<file path="src/rtl/core/ptc_pkg.sv">
//----------------------------------------------------------------------------
// ptc_pkg
// shared types and constants of the pps synced time counter
//----------------------------------------------------------------------------
package ptc_pkg;

    localparam int OP_W      = 2;
    localparam int BYTE_W    = 8;
    localparam int SEC_W     = 32;
    localparam int MS_W      = 11;
    localparam int US_W      = 16;
    localparam int CFG_IDX_W = 8;
    localparam int CFG_DAT_W = 16;

    localparam int LINE_MAX   = 126;
    localparam int LEN_W      = $clog2(LINE_MAX + 1);
    localparam int HEAD_LEN   = 7;
    localparam int HEAD_IDX_W = $clog2(HEAD_LEN);

    localparam logic [US_W-1:0] US_PER_MS_RST = US_W'(1000);
    localparam logic [MS_W-1:0] MS_LIMIT_RST  = MS_W'(1000);

    localparam logic [BYTE_W-1:0] CHAR_U  = 8'h75;
    localparam logic [BYTE_W-1:0] CHAR_T  = 8'h74;
    localparam logic [BYTE_W-1:0] CHAR_C  = 8'h63;
    localparam logic [BYTE_W-1:0] CHAR_LF = 8'h0a;

    typedef enum logic [OP_W-1:0] {
        OP_TICK = 2'd0,
        OP_PPS  = 2'd1,
        OP_BYTE = 2'd2,
        OP_READ = 2'd3
    } op_t;

    typedef enum logic [CFG_IDX_W-1:0] {
        CFG_US_PER_MS = 8'd0,
        CFG_MS_LIMIT  = 8'd1
    } cfg_idx_t;

    typedef struct packed {
        op_t               op;
        logic [BYTE_W-1:0] rx_byte;
    } item_t;

    typedef struct packed {
        logic [US_W-1:0] us_per_ms;
        logic [MS_W-1:0] ms_limit;
    } cfg_t;

    typedef struct packed {
        logic tick;
        logic pps;
    } ctl_t;

    typedef struct packed {
        logic             load;
        logic [SEC_W-1:0] value;
    } sec_load_t;

    typedef struct packed {
        logic [SEC_W-1:0] seconds;
        logic [MS_W-1:0]  millis;
        logic [US_W-1:0]  micros;
    } tod_t;

endpackage

</file>
<file path="src/rtl/core/ptc_line_parser.sv">
//----------------------------------------------------------------------------
// ptc_line_parser
// collects serial bytes into a line and decodes the utc seconds message
//----------------------------------------------------------------------------
module ptc_line_parser
    import ptc_pkg::*;
(
    input  logic              clk,
    input  logic              rst_n,
    input  logic              byte_en,
    input  logic [BYTE_W-1:0] rx_byte,
    output sec_load_t         sec_load
);

    logic [LEN_W-1:0]  len_reg;
    logic [LEN_W-1:0]  len_next;
    logic [BYTE_W-1:0] head_reg [HEAD_LEN];
    logic              is_lf;
    logic              head_wr;
    logic              hdr_ok;

    assign is_lf   = (rx_byte == CHAR_LF);
    assign head_wr = byte_en && !is_lf && (len_reg < LEN_W'(HEAD_LEN));
    assign hdr_ok  = (len_reg >= LEN_W'(HEAD_LEN)) && (head_reg[0] == CHAR_U)
                     && (head_reg[1] == CHAR_T) && (head_reg[2] == CHAR_C);

    assign sec_load.load  = byte_en && is_lf && hdr_ok;
    assign sec_load.value = {head_reg[3], head_reg[4], head_reg[5], head_reg[6]};

    always_comb
    begin
        len_next = len_reg;
        if (byte_en)
        begin
            if (is_lf)
            begin
                len_next = '0;
            end
            else if (len_reg < LEN_W'(LINE_MAX))
            begin
                len_next = len_reg + LEN_W'(1);
            end
        end
    end

    always_ff @(posedge clk or negedge rst_n)
    begin
        if (!rst_n)
        begin
            len_reg <= '0;
        end
        else
        begin
            len_reg <= len_next;
        end
    end

    always_ff @(posedge clk)
    begin
        if (head_wr)
        begin
            head_reg[len_reg[HEAD_IDX_W-1:0]] <= rx_byte;
        end
    end

endmodule

</file>
<file path="config.mk">
export PLATFORM = sky130hd
export DESIGN_NAME = ptc_line_parser
export DESIGN_NICKNAME = d
export VERILOG_FILES = /design/src/rtl/core/ptc_pkg.sv /design/src/rtl/core/ptc_line_parser.sv
export SDC_FILE = /design/constraint.sdc
export NUM_CORES = 1
export LEC_CHECK = 0
export ABC_CLOCK_PERIOD_IN_PS = 7600
export BUFFER_PORTS_ARGS = -buffer_cell sky130_fd_sc_hd__buf_2
export CAP_MARGIN = 40
export CORE_MARGIN = 2
export CORE_UTILIZATION = 60
export CTS_BUF_LIST = sky130_fd_sc_hd__clkbuf_8
export DETAILED_ROUTE_END_ITERATION = 10
export GPL_TIMING_DRIVEN = 0
export PLACE_DENSITY = 0.89
export SLEW_MARGIN = 10
export SYNTH_ARGS = -nofsm -noshare
export SYNTH_HDL_FRONTEND = slang
export SYNTH_SLANG_ARGS = --single-unit
export TNS_END_PERCENT = 50
</file>
<file path="constraint.sdc">
create_clock -name clk -period 7.6 [get_ports clk]
set_clock_uncertainty 0.2 [all_clocks]
set_input_delay 0.38 -clock clk [delete_from_list [all_inputs] [get_ports clk]]
set_output_delay 0.38 -clock clk [all_outputs]
set_load 0.1 [all_outputs]
</file>
==> run metrics <==
status=finished clean; # Max-Cap Violations=0; Slew Viols, Final=0; TNS Setup=0 ns; worst rel slew slack=39.8%; R2R Path Start=len_reg[3]; critical path type=flip-flop to primary output; Worst Setup End Kind=primary output; row cnt=22; Post-Route WL=4440 um; Die ar.=4260 um^2; dpl cells=221; HP Class=input port to flip-flop; clock period minus worst slack=2.80 ns; Die Y-Extent=65.3 um; Period Utilization, post-route=36.9%; Die X=65.3 um; leakage power=1.02 nW; vias in the first global route=1,231; Worst Path Required=7.02 ns; critical path peak fanout=9; CTS Buffer Depth=2; type of origin of the critical path=flip-flop; Setup crit start=len_reg[1]; Setup Viol. Count Final=0; CTS buffer count=9; HP Start=rx_byte[5]; final hold vios=0; grt total ovfl=0; antenna violations before repair=0; clk_lat worst skew=0.33 ns; Ys Warns=0; DR DRC count=0; post-route non-filler standard cell count=239; post_cts resized=0; Initial Util=61.9%; CTS tree=yes; number of diodes=0; Largest register FFs=56; dpl hpwl=2880 um; Mapped Nets=139; library cells used by synthesis=32; Mapped Area=2250 um^2; I/O pin count=44; vias=1,385; initial drt markers=72; CTS Root Buffer Type=clkbuf_8; drt wl/cell=18.6 um; dpl ws=4.93 ns; layout net count=198; all-layer global routing usage=22.4%; RSZ-0062 raised after global routing=no; Layout area overhead=25.4%; Worst Tran Pin Value=0.895 ns; Mean Syn Cell Area=17.7 um^2; Synth Register Bits=63; register area share after synthesis=82.5%; largest net degree at the start of global routing=12; pwr dens=294 nW/um^2; post-route setup slack=4.80 ns; Core Footprint=3630 um^2; Synth Instances=127; vias per std cell=5.79; drt pass-1 iters=5; clk sinks=63; clk slew on worst S/H paths=0.07 ns; share of cells above drive strength 1=35.1%; port bufs=43; CTS H-tree lvls=3; maximum clock frequency=357 MHz; first-pass GRT wire length=6530 um; post-route ant nets=0; worst hold slack=0.135 ns; RD Place Congestion=0.845; peak supply drop=0.245 mV; critical path arrival=2.22 ns
[cells in the mapped netlist]
| master | number | area (um^2) |
|---|---|---|
| edfxtp_1 | 56 | 1680 |
| nor2_1 | 8 | 30.0 |
| dfrtp_1 | 7 | 175 |
| nand3_1 | 6 | 30.0 |
| a21oi_1 | 5 | 25.0 |
| nor4_1 | 5 | 31.3 |
| nand2_1 | 4 | 15.0 |
| nor3_1 | 4 | 20.0 |
| clkbuf_1 | 3 | 11.3 |
| nand4_1 | 3 | 18.8 |
| o31ai_1 | 3 | 22.5 |
| inv_1 | 2 | 7.51 |
| nand3b_1 | 2 | 15.0 |
| a21o_1 | 1 | 7.51 |
| a22o_1 | 1 | 8.76 |
| a31o_2 | 1 | 8.76 |
| a31oi_1 | 1 | 6.26 |
| buf_6 | 1 | 11.3 |
| ha_1 | 1 | 12.5 |
| mux2_4 | 1 | 15.0 |
| nand2b_1 | 1 | 6.26 |
| nand4b_1 | 1 | 8.76 |
| nand4bb_1 | 1 | 11.3 |
| nor2b_1 | 1 | 6.26 |
| nor4b_1 | 1 | 8.76 |
| nor4bb_1 | 1 | 10.0 |
| o2111ai_1 | 1 | 8.76 |
| o21ai_0 | 1 | 5.00 |
| o221ai_1 | 1 | 8.76 |
| or2_0 | 1 | 6.26 |
| or3_1 | 1 | 6.26 |
| or4_4 | 1 | 11.3 |
[final cells by class]
| class | instances | area [um^2] |
|---|---|---|
| tap | 48 | 60.1 |
| fill | 219 | 811 |
| buffer | 4 | 22.5 |
| inverter | 2 | 7.51 |
| sequential | 63 | 1860 |
| timing repair buffer | 48 | 250 |
| clock inverter | 5 | 97.6 |
| clock buffer | 11 | 151 |
| multi-input combinational | 58 | 377 |
[report_power, final]
part	total, mW	internal [mW]	switching (mW)
combinational	0.0694	0.0225	0.0470
clock	0.355	0.233	0.121
sequential	0.406	0.392	0.0147
total	0.831	0.648	0.183
[routing by layer]
metal  part of all wire, %  wire [um]  vias to the layer above  track usage (%)
met4                   1.8         79                        0             10.9
met5                     0          0                        -                0
li1                      -          -                      623                -
met3                   9.1        404                       10             6.16
met2                    52       2330                       91             37.9
met1                    37       1630                      661             26.4
[critical path: stages, from the launching register on]
cell      delay, ns
dfrtp_1        0.35
clkbuf_1       0.35
nand3_1        0.24
nand3_1        0.14
nand2_1        0.06
nor4_1         0.25
buf_2          0.49
[timing repair]
item | in CTS | in global routing
endpoints found under the hold margin | 7 | 0
hold buffers | 1 | 0
setup endpoints to repair | 0 | 0
setup buffers | 0 | 0
[path summary, 6_finish.rpt]
check / endpoint / slack (ns) / depth (start not counted)
min: head_reg[5][5] / 0.14 / 1
max reg2reg: head_reg[5][1] / 5.04 / 4
min reg2reg: len_reg[5] / 0.38 / 2
max: sec_load[32] / 4.80 / 6
max in group asynchronous: len_reg[2] / 6.84 / 2
min in group asynchronous: len_reg[5] / 0.21 / 2
[stage by stage]
stage          instance area (um^2)  util (%)  total power [mW]
5_1_grt                        2820      77.7             0.854
3_5_place_dp                   2560      70.4             0.480
6_report                       2820      77.7             0.831
2_1_floorplan                  2250         -             0.456
3_3_place_gp                   2530      69.5             0.472
4_1_cts                        2820      77.5             0.832
[logic make-up (layout without fill, tap and decap cells)]
logic type,Yosys count,count (layout),synth area share [%]
compound gates,15,15,4.50
fa+ha+maj,1,1,0.556
buf+inv,6,70,1.33
flops,63,63,82.5
mux,1,1,0.667
simple gates,41,41,10.5
[placed cells by master, fill, tap and decap left out, types with 2 or more instances in the layout]
cell,n
nand3_1,6
clkbuf_8,11
a21oi_1,5
nor4_2,2
nand3b_1,2
bufinv_16,3
nand2_1,4
nand4_1,3
edfxtp_1,56
clkbuf_1,3
nor3_1,4
dfrtp_1,7
buf_2,45
nor4_1,3
o31ai_1,3
nor2_1,8
inv_1,4
No activity file was read; power rests on OpenSTA's default activity.
