## src/rtl/core/ptc_pkg.sv

```systemverilog
//----------------------------------------------------------------------------
// ptc_pkg
// shared types and constants of the pps synced time counter
//----------------------------------------------------------------------------
package ptc_pkg;

    localparam int OP_W      = 2;
    localparam int BYTE_W    = 8;
    localparam int SEC_W     = 32;
    localparam int MS_W      = 11;
    localparam int US_W      = 16;
    localparam int CFG_IDX_W = 8;
    localparam int CFG_DAT_W = 16;

    localparam int LINE_MAX   = 126;
    localparam int LEN_W      = $clog2(LINE_MAX + 1);
    localparam int HEAD_LEN   = 7;
    localparam int HEAD_IDX_W = $clog2(HEAD_LEN);

    localparam logic [US_W-1:0] US_PER_MS_RST = US_W'(1000);
    localparam logic [MS_W-1:0] MS_LIMIT_RST  = MS_W'(1000);

    localparam logic [BYTE_W-1:0] CHAR_U  = 8'h75;
    localparam logic [BYTE_W-1:0] CHAR_T  = 8'h74;
    localparam logic [BYTE_W-1:0] CHAR_C  = 8'h63;
    localparam logic [BYTE_W-1:0] CHAR_LF = 8'h0a;

    typedef enum logic [OP_W-1:0] {
        OP_TICK = 2'd0,
        OP_PPS  = 2'd1,
        OP_BYTE = 2'd2,
        OP_READ = 2'd3
    } op_t;

    typedef enum logic [CFG_IDX_W-1:0] {
        CFG_US_PER_MS = 8'd0,
        CFG_MS_LIMIT  = 8'd1
    } cfg_idx_t;

    typedef struct packed {
        op_t               op;
        logic [BYTE_W-1:0] rx_byte;
    } item_t;

    typedef struct packed {
        logic [US_W-1:0] us_per_ms;
        logic [MS_W-1:0] ms_limit;
    } cfg_t;

    typedef struct packed {
        logic tick;
        logic pps;
    } ctl_t;

    typedef struct packed {
        logic             load;
        logic [SEC_W-1:0] value;
    } sec_load_t;

    typedef struct packed {
        logic [SEC_W-1:0] seconds;
        logic [MS_W-1:0]  millis;
        logic [US_W-1:0]  micros;
    } tod_t;

endpackage

```

## src/rtl/core/ptc_tod_counter.sv

```systemverilog
//----------------------------------------------------------------------------
// ptc_tod_counter
// microsecond, millisecond and seconds counters
//----------------------------------------------------------------------------
module ptc_tod_counter
    import ptc_pkg::*;
(
    input  logic      clk,
    input  logic      rst_n,
    input  cfg_t      cfg_val,
    input  ctl_t      ctl,
    input  sec_load_t sec_load,
    output tod_t      tod
);

    logic [US_W-1:0]  us_reg;
    logic [US_W-1:0]  us_next;
    logic [MS_W-1:0]  ms_reg;
    logic [MS_W-1:0]  ms_next;
    logic [SEC_W-1:0] sec_reg;
    logic [SEC_W-1:0] sec_next;
    logic [US_W:0]    us_inc;
    logic             us_wrap;
    logic             ms_sat;

    assign us_inc  = {1'b0, us_reg} + (US_W + 1)'(1);
    assign us_wrap = (us_inc >= {1'b0, cfg_val.us_per_ms});
    assign ms_sat  = (ms_reg >= cfg_val.ms_limit);

    always_comb
    begin
        us_next  = us_reg;
        ms_next  = ms_reg;
        sec_next = sec_reg;
        if (ctl.tick)
        begin
            if (us_wrap)
            begin
                us_next = '0;
                ms_next = ms_sat ? cfg_val.ms_limit : ms_reg + MS_W'(1);
            end
            else
            begin
                us_next = us_inc[US_W-1:0];
            end
        end
        if (ctl.pps)
        begin
            us_next  = '0;
            ms_next  = '0;
            sec_next = sec_reg + SEC_W'(1);
        end
        if (sec_load.load)
        begin
            sec_next = sec_load.value;
        end
    end

    always_ff @(posedge clk or negedge rst_n)
    begin
        if (!rst_n)
        begin
            us_reg  <= '0;
            ms_reg  <= '0;
            sec_reg <= '0;
        end
        else
        begin
            us_reg  <= us_next;
            ms_reg  <= ms_next;
            sec_reg <= sec_next;
        end
    end

    assign tod.seconds = sec_reg;
    assign tod.millis  = (ms_reg > cfg_val.ms_limit) ? cfg_val.ms_limit : ms_reg;
    assign tod.micros  = us_reg;

endmodule

```

## config.mk

```make
export PLATFORM = sky130hd
export DESIGN_NAME = ptc_tod_counter
export DESIGN_NICKNAME = d
export VERILOG_FILES = /design/src/rtl/core/ptc_pkg.sv /design/src/rtl/core/ptc_tod_counter.sv
export SDC_FILE = /design/constraint.sdc
export NUM_CORES = 1
export LEC_CHECK = 0
export BUFFER_PORTS_ARGS = -buffer_cell sky130_fd_sc_hd__buf_4
export CORE_AREA = 2 2 121 123
export DETAILED_ROUTE_END_ITERATION = 8
export DIE_AREA = 0 0 123 125
export PLACE_DENSITY_LB_ADDON = 0.1
export RECOVER_POWER = 50
export SYNTH_ARGS = -nofsm -noshare
export SYNTH_HDL_FRONTEND = slang
export SYNTH_SLANG_ARGS = --single-unit
```

## constraint.sdc

```tcl
create_clock -name clk -period 4.1 [get_ports clk]
set_input_delay 0 -clock clk [delete_from_list [all_inputs] [get_ports clk]]
set_output_delay 0 -clock clk [all_outputs]
set_load 0.02 [all_outputs]
```

==> results.cfg <==
[pwr]
power.leakage_nw = 2.69
p_total_mw = 1.86
p_per_area_mw_per_mm2 = 316
ir_worst_vdd_mv = 0.159

[synthesis]
ys_warn_count = 0
synth_ff_type = dfrtp_1
netlist_area_mm2 = 0.00426
ys_types = 51
syn-num-nets = 610
syn_inst = 516
synth_edf_count = 0
ys_ff_latch = 59
avgSynthCellArea_um2 = 8.26
seq_area_frac_synth_pct = 34.6
synthArstFlopShare_pct = 100

[finish]
nets = 767
area_growth_pct = 38.3
area.sequential_mm2 = 0.00148
final_cell_area_mm2 = 0.00590
diodes = 0
drive_above_1_share_pct = 16.7
multi_input_area_mm2 = 0.00253
fillers = 1487
largest_reg_flops = 32

[detailed_routing]
vias_per_cell = 4.78
final_antenna_net_count = 0
first_pass_iters = 4
wl_per_cell_um = 14.1
dr_total_vias = 4119
drc = 0
drt_iter0_markers = 186
drt_wl_total_mm = 12.2

[min_path]
hold_path.class = in -> reg

[global_routing]
gr-usage-all-layers_pct = 16.7
overflow = 0
grt_max_degree = 64
first_global_vias = 4204
grt_pass1_wl_mm = 20.4
antenna_found_initial = 0

[clocking]
clock_path_buffers = 2
cts-hold-fix-buffers = 40
clk_pin_slew_ns = 0.06
cts_buffers = 9
cts_tree = yes
cts_resized = 0
clock_sinks = 59
insertion_delay_ns = 0.33
root_buffer = clkbuf_16
htreeDepth = 3
cts_setup_buffers = 0

[timing]
hold_violations = 0
timing.slew.headroom_pct = -7.56
finalMaxSlewViolations = 60
fin_ws_ns = 0.482
finalSetupViolations = 0
rsz0062_at_grt = false
max_freq_ghz = 0.276
tns_ns = 0
skew_ns = 0.00743
period_share_pct = 88.3
layout_min_cycle_time_ns = 3.62
tightestPinTransition_ns = 1.61

[die]
dieArea_mm2 = 0.0154
num_rows = 44
fp.dieW_um = 123
floorplan.initialDensity_pct = 30.0
die_y_um = 125
core_mm2 = 0.0142
io_pins = 123

[setup_path]
required_ns = 4.35
critPathKind = reg -> reg
cp_slowest_cell = or4_4
cp_cell_sequence = ha_1 -> nand3_2 -> nor4_4 -> nand3_1 -> xnor2_1 -> ha_1 -> nand4_1 -> nor3_1 -> a221oi_1 -> and4_4 -> or4_4 -> o22ai_1
critPathMaxFanout = 17
crit_buf_inv = 0
arrival_ns = 3.86
cpPeakStageDelay_ns = 0.60
endpoint_kind = flop
path_common_cell = ha_1
cp_top_family = simple AND/OR/NAND/NOR gates
cp-start-kind = flop

[placement]
placed_area_mm2 = 0.00535
dpl_worst_slack_ns = 0.484
dpl.hpwl_mm = 8.71
gp_congestion = 0.814
port_buffers = 122

[outcome]
violations = max-capacitance violations, max-slew violations
status = finished, violations left

[flow_run]
cap_violations = 1
## cell usage after synthesis, types with 2 or more instances
cell type   n  area share [%]
o211ai_1    2            0.35
nand2_1    93             8.2
and3_1     13             1.9
nand4_1    14             2.1
dfrtp_1    59              35
ha_1       30             8.8
o31ai_1     2            0.35
clkbuf_1   17             1.5
inv_1      42             3.7
o22ai_1    14             2.1
buf_6       2            0.53
nand3_1    17             2.0
a221o_1     2            0.47
nor3b_1     2            0.35
nor3_1      8            0.94
nor2b_1     5            0.73
o21ai_0    61             7.2
nand3_2     2            0.47
or2_2       3            0.44
and2_1      6            0.88
and4_1      4            0.82
mux2i_1    11             2.6
xnor2_1    31             6.4
a21oi_1     9             1.1
nor2_1     21             1.8
xor2_1     21             4.3
## through the flow
stage | hold slack (ns) | utilization (%) | instances
floorplan | -0.296 | - | 516
global placement | 0.158 | 37.7 | 806
detailed placement | 0.168 | 37.7 | 806
CTS | 0.00150 | 42.7 | 862
global route | 0.0332 | 41.5 | 862
finish | 0.00112 | 41.5 | 862
## per-layer routing
layer / vias up / part of all wire, % / global-route usage [%]
met5: - / 0 / 0
met1: 1907 / 47 / 21.8
met2: 104 / 46 / 26.9
met3: 18 / 4.8 / 3.65
met4: 0 / 2.1 / 6.35
li1: 2090 / - / -
## final cells by class
type	instances	area share [%]
Multi-Input combinational cell	393	42.9
Timing Repair Buffer	167	20.1
Inverter	43	2.74
Sequential cell	59	25.0
Clock buffer	12	4.52
Tap cell	184	3.90
Clock inverter	4	0.806
## final timing paths
check | slack, ns | cells after the start | end | startpoint
max | 0.48 | 12 | ms_reg[8] | us_reg[0]
min | 0.001 | 3 | ms_reg[9] | cfg_val[9]
max reg2reg | 0.48 | 12 | ms_reg[8] | us_reg[0]
min reg2reg | 0.55 | 2 | us_reg[12] | us_reg[12]
max in group asynchronous | 2.50 | 2 | sec_reg[3] | rst_n
min in group asynchronous | 0.60 | 2 | us_reg[2] | rst_n
## worst register-to-register path, stage by stage, from the launching register on
cell	delay [ns]
dfrtp_1	0.44
ha_1	0.28
nand3_2	0.11
nor4_4	0.42
nand3_1	0.17
xnor2_1	0.17
ha_1	0.32
nand4_1	0.15
nor3_1	0.28
a221oi_1	0.14
and4_4	0.27
or4_4	0.60
o22ai_1	0.16
## cell families (layout without fill, tap and decap cells)
| group | Yosys count | in the layout | share of synthesized area (%) |
|---|---|---|---|
| AO/OA/AOI/OAI | 103 | 103 | 14.2 |
| XOR/XNOR | 52 | 52 | 10.7 |
| adder cells (fa/ha/maj) | 30 | 30 | 8.81 |
| buffers and inverters | 64 | 226 | 6.08 |
| flip-flops | 59 | 59 | 34.6 |
| multiplexers | 12 | 12 | 2.85 |
| AND/OR/NAND/NOR | 196 | 196 | 22.8 |
## cells in the final DEF (no fill, tap or decap), types with 14 or more instances in the layout
| master | count |
|---|---|
| nand2_1 | 93 |
| buf_4 | 82 |
| o21ai_0 | 61 |
| dfrtp_1 | 59 |
| clkbuf_1 | 44 |
| inv_1 | 42 |
| dlygate4sd3_1 | 40 |
| xnor2_1 | 31 |
| ha_1 | 30 |
| nor2_1 | 21 |
| xor2_1 | 21 |
| nand3_1 | 17 |
| nand4_1 | 14 |
| o22ai_1 | 14 |
## power by group
group          internal (mW)  switching [mW]  total (mW)
clock                  0.518           0.281       0.799
combinational          0.168           0.211       0.379
sequential             0.626          0.0601       0.686
(Power assumes the default switching activity.)
